### config.mk
export PLATFORM = sky130hd
export DESIGN_NAME = remote_switch_code_cipher
export DESIGN_NICKNAME = d
export VERILOG_FILES = /design/src/rtl/rsc_pkg.sv /design/src/rtl/remote_switch_code_cipher.sv /design/src/rtl/rsc_decode.sv /design/src/rtl/rsc_encode.sv
export SDC_FILE = /design/constraint.sdc
export NUM_CORES = 1
export LEC_CHECK = 0
export BUFFER_PORTS_ARGS = -buffer_cell sky130_fd_sc_hd__buf_4
export CORE_MARGIN = 4
export CORE_UTILIZATION = 35
export CTS_BUF_LIST = sky130_fd_sc_hd__clkbuf_4 sky130_fd_sc_hd__clkbuf_8
export CTS_CLUSTER_DIAMETER = 100
export DETAILED_ROUTE_END_ITERATION = 10
export GPL_TIMING_DRIVEN = 0
export PLACE_DENSITY = 0.57
export SLEW_MARGIN = 20
export SYNTH_ARGS = -nofsm -noshare
export SYNTH_HDL_FRONTEND = slang
export SYNTH_HIERARCHICAL = 1
export SYNTH_SLANG_ARGS = --single-unit
### constraint.sdc
create_clock -name clk -period 12.03 [get_ports clk]
set_input_delay 0.6015 -clock clk [delete_from_list [all_inputs] [get_ports clk]]
set_output_delay 0.6015 -clock clk [all_outputs]
set_load 0.01 [all_outputs]
### src/rtl/rsc_pkg.sv
package rsc_pkg;

  localparam int WORD_W = 28;
  localparam int NIB_N  = 7;

  localparam logic       OP_DECODE    = 1'b0;
  localparam logic       OP_ENCODE    = 1'b1;
  localparam logic [5:0] BIT_COUNT_OK = 6'd28;
  localparam logic [3:0] NIB6_MASK    = 4'd9;
  localparam logic [3:0] DIM_LOW      = 4'd2;
  localparam logic [3:0] DIM_HIGH     = 4'd9;

  localparam logic [3:0] FWD_KEY [17] = '{
    4'd9, 4'd6, 4'd3, 4'd8, 4'd10, 4'd0, 4'd2, 4'd12, 4'd4,
    4'd14, 4'd7, 4'd5, 4'd1, 4'd15, 4'd11, 4'd13, 4'd9
  };

  localparam logic [3:0] INV_KEY [16] = '{
    4'd5, 4'd12, 4'd6, 4'd2, 4'd8, 4'd11, 4'd1, 4'd10,
    4'd3, 4'd0, 4'd4, 4'd14, 4'd7, 4'd15, 4'd9, 4'd13
  };

  typedef struct packed {
    logic        operation;
    logic [27:0] code_word;
    logic [5:0]  bit_count;
    logic [15:0] transmitter_id;
    logic [3:0]  receiver_id;
    logic [3:0]  command_value;
  } rsc_in_t;

  typedef struct packed {
    logic        valid_res;
    logic [27:0] encoded_word;
    logic [15:0] transmitter_id_out;
    logic [3:0]  receiver_id_out;
    logic [3:0]  decoded_value;
    logic [1:0]  rolling_code_out;
  } rsc_out_t;

  // The first round reads the key one place further along than the second.
  function automatic logic [3:0] fwd_sub(input logic [3:0] x, input logic rnd);
    logic [4:0] idx;
    idx = {1'b0, x} + {4'b0, ~rnd};
    return FWD_KEY[idx];
  endfunction

  function automatic logic [3:0] inv_sub(input logic [3:0] x, input logic rnd);
    return INV_KEY[x] - {3'b0, rnd};
  endfunction

endpackage

### src/rtl/remote_switch_code_cipher.sv
// An accepted beat is held in the input register, then moves to the result register
// once that register is empty or being read; out_valid rises when it gets there.
// Throughput: one item per cycle while out_ready is high; both directions finish in
// one lookup pass. While a result waits, only an empty input register takes input.
// Reset (rst_n low, synchronous) empties both stages and clears the rolling counter.
module remote_switch_code_cipher (
  input  logic             clk,
  input  logic             rst_n,
  input  logic             in_valid,
  output logic             in_ready,
  input  rsc_pkg::rsc_in_t  in_data,
  output logic             out_valid,
  input  logic             out_ready,
  output rsc_pkg::rsc_out_t out_data
);
  import rsc_pkg::*;

  logic      s1_v_r;
  rsc_in_t   s1_data_r;
  logic [1:0] s1_roll_r;
  logic [1:0] roll_cnt_r;
  logic [1:0] roll_cnt_nxt;
  logic      out_v_r;
  rsc_out_t  out_data_r;
  rsc_out_t  dec_res;
  rsc_out_t  enc_res;
  rsc_out_t  res_nxt;
  logic      adv2;
  logic      in_fire;

  assign adv2     = !out_v_r || out_ready;
  assign in_ready = !s1_v_r || adv2;
  assign in_fire  = in_valid && in_ready;

  // The counter advances before use, so the first encode carries code one.
  assign roll_cnt_nxt = roll_cnt_r + 2'd1;

  rsc_decode u_dec (
    .code_word (s1_data_r.code_word),
    .dec_res   (dec_res)
  );

  rsc_encode u_enc (
    .transmitter_id (s1_data_r.transmitter_id),
    .receiver_id    (s1_data_r.receiver_id),
    .command_value  (s1_data_r.command_value),
    .roll_code      (s1_roll_r),
    .enc_res        (enc_res)
  );

  always_comb begin
    if (s1_data_r.operation == OP_ENCODE) begin
      res_nxt = enc_res;
    end else if (s1_data_r.bit_count == BIT_COUNT_OK) begin
      res_nxt = dec_res;
    end else begin
      res_nxt = '0;
    end
  end

  always_ff @(posedge clk) begin
    if (!rst_n) begin
      s1_v_r     <= 1'b0;
      out_v_r    <= 1'b0;
      roll_cnt_r <= 2'd0;
    end else begin
      if (in_ready) begin
        s1_v_r <= in_valid;
      end
      if (adv2) begin
        out_v_r <= s1_v_r;
      end
      if (in_fire && (in_data.operation == OP_ENCODE)) begin
        roll_cnt_r <= roll_cnt_nxt;
      end
    end
  end

  always_ff @(posedge clk) begin
    if (in_fire) begin
      s1_data_r <= in_data;
      s1_roll_r <= roll_cnt_nxt;
    end
    if (adv2 && s1_v_r) begin
      out_data_r <= res_nxt;
    end
  end

  assign out_valid = out_v_r;
  assign out_data  = out_data_r;

endmodule

### src/rtl/rsc_decode.sv
module rsc_decode (
  input  logic [27:0]      code_word,
  output rsc_pkg::rsc_out_t dec_res
);
  import rsc_pkg::*;

  logic [27:0] rot_w;
  logic [3:0]  nb0 [NIB_N];
  logic [3:0]  nb1 [NIB_N];
  logic [3:0]  nb2 [NIB_N];
  logic [3:0]  val_sum;

  assign rot_w = {code_word[25:0], code_word[27:26]};

  // Each round chains with the neighbor's value from before that round,
  // so all nibbles of a round are independent lookups.
  always_comb begin
    for (int i = 0; i < NIB_N; i++) begin
      nb0[i] = rot_w[4*i +: 4];
    end
    nb0[6] = nb0[6] ^ NIB6_MASK;
    nb1[0] = inv_sub(nb0[0], 1'b0);
    nb2[0] = inv_sub(nb1[0], 1'b1);
    for (int i = 1; i < NIB_N - 1; i++) begin
      nb1[i] = inv_sub(nb0[i], 1'b0) ^ nb0[i-1];
    end
    for (int i = 1; i < NIB_N - 1; i++) begin
      nb2[i] = inv_sub(nb1[i], 1'b1) ^ nb1[i-1];
    end
    nb1[6] = nb0[6];
    nb2[6] = nb1[6];
  end

  assign val_sum = {3'b0, nb2[1][1]} + {1'b0, nb2[6][2:0]} + {3'b0, nb2[6][3]};

  always_comb begin
    dec_res                    = '0;
    dec_res.valid_res          = 1'b1;
    dec_res.transmitter_id_out = {nb2[5], nb2[4], nb2[3], nb2[2]};
    dec_res.receiver_id_out    = nb2[0];
    dec_res.decoded_value      = val_sum;
    dec_res.rolling_code_out   = nb2[1][3:2];
  end

endmodule

### src/rtl/rsc_encode.sv
module rsc_encode (
  input  logic [15:0]       transmitter_id,
  input  logic [3:0]        receiver_id,
  input  logic [3:0]        command_value,
  input  logic [1:0]        roll_code,
  output rsc_pkg::rsc_out_t enc_res
);
  import rsc_pkg::*;

  logic [3:0]  nb [NIB_N];
  logic [3:0]  r0 [NIB_N - 1];
  logic [3:0]  r1 [NIB_N - 1];
  logic [3:0]  nib6;
  logic [27:0] word;
  logic        is_dim;

  assign is_dim = command_value inside {[DIM_LOW:DIM_HIGH]};
  assign nib6   = is_dim ? ((command_value - DIM_LOW) | 4'd8) : 4'd0;

  // Here each nibble chains with the already encrypted neighbor.
  always_comb begin
    nb[0] = receiver_id;
    nb[1] = {roll_code, (command_value != 4'd0), 1'b0};
    for (int i = 0; i < 4; i++) begin
      nb[2+i] = transmitter_id[4*i +: 4];
    end
    nb[6] = nib6;
    r0[0] = fwd_sub(nb[0], 1'b0);
    for (int i = 1; i < NIB_N - 1; i++) begin
      r0[i] = fwd_sub(nb[i] ^ r0[i-1], 1'b0);
    end
    r1[0] = fwd_sub(r0[0], 1'b1);
    for (int i = 1; i < NIB_N - 1; i++) begin
      r1[i] = fwd_sub(r0[i] ^ r1[i-1], 1'b1);
    end
  end

  assign word = {nb[6] ^ NIB6_MASK, r1[5], r1[4], r1[3], r1[2], r1[1], r1[0]};

  always_comb begin
    enc_res              = '0;
    enc_res.valid_res    = 1'b1;
    enc_res.encoded_word = {word[1:0], word[27:2]};
  end

endmodule

**Word-level counts from Yosys, hierarchy flattened**

Memories as Yosys holds them, arrays and structs flattened.
Cells that the tools add are included.

- Flip-flop bits (word level): 120
- Bits in read-only memories: 2304
- Logic and storage cells: 191
- Memories kept: 24

Memory list:

| name | words | width | rd ports | clocked after Yosys merged registers in | write ports | RTL line | text |
|---|---|---|---|---|---|---|---|
| (no name shown) | 32 | 4 | 1 | 0 | 0 | rsc_pkg.sv:45 | `return FWD_KEY[idx];` |
| (no name shown) | 32 | 4 | 1 | 0 | 0 | rsc_pkg.sv:45 |  |
| (no name shown) | 32 | 4 | 1 | 0 | 0 | rsc_pkg.sv:45 |  |
| (no name shown) | 32 | 4 | 1 | 0 | 0 | rsc_pkg.sv:45 |  |
| (no name shown) | 32 | 4 | 1 | 0 | 0 | rsc_pkg.sv:45 |  |
| (no name shown) | 32 | 4 | 1 | 0 | 0 | rsc_pkg.sv:45 |  |
| 18 more memories | -- | -- | -- | -- | -- | -- |  |

- Add/sub/neg operators: 16
- Eq/ne operators: 1
- Bitwise logic cells: 47
- Multiplexer cells: 51
- Order comparisons: 26
- Reductions and logical operators: 10

Operators with widths:

| cell | number |
|---|---|
| $mux W4 | 49 |
| $xor A4 B4 Y4 | 20 |
| $ge A6 B6 Y1 const B | 12 |
| $ge A5 B5 Y1 const B | 12 |
| $not A4 Y5 | 12 |
| $mux W55 | 1 |
| $mux W54 | 1 |
| $not A4 Y6 | 6 |
| $not A5 Y6 | 6 |
| $add A4 B1 Y5 const B | 6 |
| $sub A4 B1 Y4 const B | 6 |
| $eq A6 B5 Y1 const B | 1 |
| $add A1 B3 Y4 | 1 |
| $add A4 B1 Y4 | 1 |
| $ge A4 B2 Y1 const B | 1 |
| $le A4 B4 Y1 const B | 1 |
| $logic_and A1 B1 Y1 | 4 |
| $not A2 Y2 | 2 |
| $reduce_bool A4 Y1 | 1 |
| $sub A3 B2 Y3 const B | 1 |
| $add A2 B1 Y2 const B | 1 |
| $logic_not A1 Y1 | 2 |
| $logic_or A1 B1 Y1 | 2 |
| $reduce_or A2 Y1 | 1 |
| $not A1 Y1 | 1 |

**Depth between registers and ports, before layout**

- Depth after elaboration: 41
- Mapped depth: 55

**Hierarchy**

The synthesis kept the hierarchy.

Modules (own cells, without submodules):

| module | cells an instance | seq. area each (um^2) | times used | area each (um^2) |
|---|---|---|---|---|
| remote_switch_code_cipher | 321 | 3563.4 | 1 | 4664.5 |
| rsc_encode | 585 | 0.0 | 1 | 4276.6 |
| rsc_decode | 409 | 0.0 | 1 | 3294.4 |

**Least setup slack after synthesis**

Ideal clock, no wire load.

- Path type: register to register
- From: reg s1_data_r[4] (netlist name)
- To: reg out_data_r (netlist bit out_data[45]), data pin
- Arrival: 10.095 ns
- Path buffers: 7
- Cell stages (with the launch flop): 51
- Slack: 1.679 ns
- Cells stage by stage: edfxtp_1 > clkbuf_1 > inv_1 > ha_1 > buf_2 > inv_2 > a32o_1 > a221oi_4 > xnor2_2 > ha_1 > buf_2 > and2_1 > a22oi_1 > o221a_2 > a21bo_2 > and2_1 > inv_1 > ha_1 > (+15 left out) > buf_1 > inv_1 > nand3_1 > a31o_1 > a211oi_4 > xor2_2 > ha_1 > clkbuf_1 > inv_1 > nor2_1 > maj3_1 > a2111o_1 > xor2_1 > inv_1 > ha_1 > mux2_2 > nand2_1 > o21ai_1

RTL lines:

| item | RTL line | text |
|---|---|---|
| start, declared | remote_switch_code_cipher.sv:19 | `rsc_in_t s1_data_r;` |
| start signal, assigned | remote_switch_code_cipher.sv:81 | `s1_data_r <= in_data;` |
| end signal, assigned | remote_switch_code_cipher.sv:85 | `out_data_r <= res_nxt;` |
| end, declared | remote_switch_code_cipher.sv:24 | `rsc_out_t out_data_r;` |

==> out/results.ini <==
[outcome]
status = complete, no violations

[clock_network]
clock_sinks = 120
ctsHoldBuffers = 0
cts_tree = yes
cts_max_path_buffers = 2
worstSkewPairLatency_ns = 0.48
cts_root_buf = clkbuf_8
cts.clk_slew.worst_paths_ns = 0.09
cts_buffers = 17
cts-htree-levels = 4

[die]
start_util_pct = 35.4
dieWidth_microns = 195
die_h_microns = 195
ios = 120
rows = 68
die-area_sq_um = 38000
core_area_sq_um = 34500

[global_route]
grt_overflow = 0
grt.total_usage_pct = 15.0
grt.met3_usage_pct = 2.88
grt_max_degree = 27
grt.busiest_layer = met2
antenna_found_initial = 0
grt_pass1_wl_microns = 46800
gr-usage-met1_pct = 19.3
grtUsageMet2_pct = 25.2
grt_pass1_vias = 9274

[setup_path]
crit_required_ns = 12.24
cp_max_fo = 11
reg2reg_setup_slack_ns = 0.75
crit_arrival_ns = 11.49
cp_slowest_cell = a2111o_1
start_kind = flip-flop
crit_path_end_kind = flip-flop
worstSetupPathType = flip-flop to flip-flop
crit_path_max_incr_delay_ns = 0.45

[routing]
num_vias = 9931
drtAntennaViolNets = 0
dr.pass1.iters = 5
drt-vias-per-instance = 5.02
avgRoutedWirePerCell_microns = 14.6
dr.first_iter.drc_count = 603
route.detailed.drc = 0
routed_wl_microns = 28900

[run]
maxCapViolCount = 0

[layout]
layout-drive-gt1-share_pct = 23.5
final_area_sq_um = 14500
final_nets = 1679
fill_cells = 3482
fin_util_pct = 41.9
regArea_sq_um = 3560
area.growth.synth_to_final_pct = 18.3
fin_cells = 1980
antenna-diode-count = 0
multi_input_area_sq_um = 7750

[yosys]
syn-instance-count = 1315
synth_compound_area_share_pct = 19.7
ys.warnings.count = 6
netlist_area_sq_um = 12200
synth.distinct_cells = 116
synth_adder_area_share_pct = 11.0
synth_flop_cell = edfxtp_1
postSynthAreaPerCell_sq_um = 9.30
synth-seq-area-share_pct = 29.1
synthMuxAreaShare_pct = 6.06
synth-seq-cells = 120
synthArstFlopShare_pct = 0
synth_enable_flop_cells = 116
synth_top_family_by_area = compound AO/OA/AOI/OAI gates
yosys.area_share.simple_pct = 17.5
synth_xor_area_share_pct = 6.95

[timing]
post-route-min-period_ns = 11.28
finClkSkew_ns = 0.0258
setup_viol = 0
fin_crit_sh_pct = 93.8
slew_violations = 0
relSlewSlack_pct = 34.0
fmax_ghz = 0.0886
hold_viol_final = 0
worst_pin_slew_ns = 0.982

[placed_design]
placed_area_sq_um = 14000
place_inst = 1946
port-buffer-count = 119
place.gp.congestion = 0.863
dp_hpwl_microns = 21700

[worst_hold_path]
hp-class = input pin to flip-flop

## critical path, delay by kind of cell (launching register included)
| family | cells | cell delay [ns] |
|---|---|---|
| AND/OR/NAND/NOR | 8 | 1.27 |
| XOR/XNOR | 4 | 0.93 |
| AO/OA/AOI/OAI | 16 | 3.76 |
| adder cells (fa/ha/maj) | 8 | 2.36 |
| buffers and inverters | 14 | 2.31 |
| flip-flops | 1 | 0.36 |
## routing by layer
layer	vias up	wire [microns]	share of wire [%]
li1	5064	-	-
met5	-	0	0
met2	237	13800	48
met3	32	1280	4.4
met4	0	667	2.3
met1	4598	13200	46
## state kept, by name (all words and copies together), names as in the netlist
register / count
s1_data_r: 59
out_valid: 1
roll_cnt_r: 2
s1_v_r: 1
out_data: 55
s1_roll_r: 2
## cell usage after synthesis, drive strengths merged (23+ instances only)
master	instances	area share, %
a21oi	35	1.6
buf	90	5.5
clkbuf	24	0.74
edfxtp	116	28
ha	103	11
inv	101	3.1
mux2i	46	3.8
nand2	118	3.6
nand2b	63	3.2
nand3	26	1.2
nor2	63	2.0
nor3	23	1.1
o21ai	94	4.1
xnor2	57	4.6
xor2	23	1.8
## cells in the final DEF, fill, tap and decap left out, types with 51 or more instances in the layout
cell      count
nand2_1     117
xnor2_1      51
buf_4       187
ha_1        101
nand2b_1     63
edfxtp_1    116
nor2_1       59
o21ai_1      55
conb_1       56
inv_1        91
## final timing paths
| kind | startpoint | endpoint | cells past startpoint |
|---|---|---|---|
| max | s1_data_r[4] | out_data[47] | 50 |
| min | in_data[11] | s1_data_r[11] | 1 |
| max reg2reg | s1_data_r[4] | out_data[47] | 50 |
| min reg2reg | roll_cnt_r[1] | roll_cnt_r[1] | 2 |
## metrics by stage
| step | hold slack [ns] | setup TNS (ns) | setup slack [ns] |
|---|---|---|---|
| after global placement | 0.472 | 0 | 0.00791 |
| after floorplan | 0.458 | 0 | 1.68 |
| after global routing | 0.238 | -0.0709 | -0.0313 |
| final | 0.292 | 0 | 0.747 |
| after detailed placement | 0.481 | -0.00512 | -0.00512 |
| after CTS | 0.231 | 0 | 0.0653 |
## kinds of logic after synthesis
group,after synthesis
adders and majority gates,107
DFF,120
AOI/OAI and AO/OA,320
and+or+nand+nor,398
other,4
xor gates and xnor gates,83
buffers and inverters,218
muxes,65
## cell type report
| class | count | area share, % |
|---|---|---|
| timing repair buffer | 128 | 7.19 |
| clock buffer | 19 | 1.72 |
| inverter | 104 | 2.74 |
| tap | 455 | 3.93 |
| buffer | 112 | 5.26 |
| multi-input combinational | 1029 | 53.6 |
| sequential | 120 | 24.6 |
| clock inverter | 13 | 0.994 |
## timing repair
action | in CTS | in global routing
endpoints found under the setup margin | 3 | 4
cloned | 0 | 0
pin swaps | 2 | 2
buffers inserted | 2 | 2
resized for setup | 0 | 12
Power is left out: the tool's default activity adds up to more than one toggle a clock period on the data nets, which glitch-free logic cannot reach.
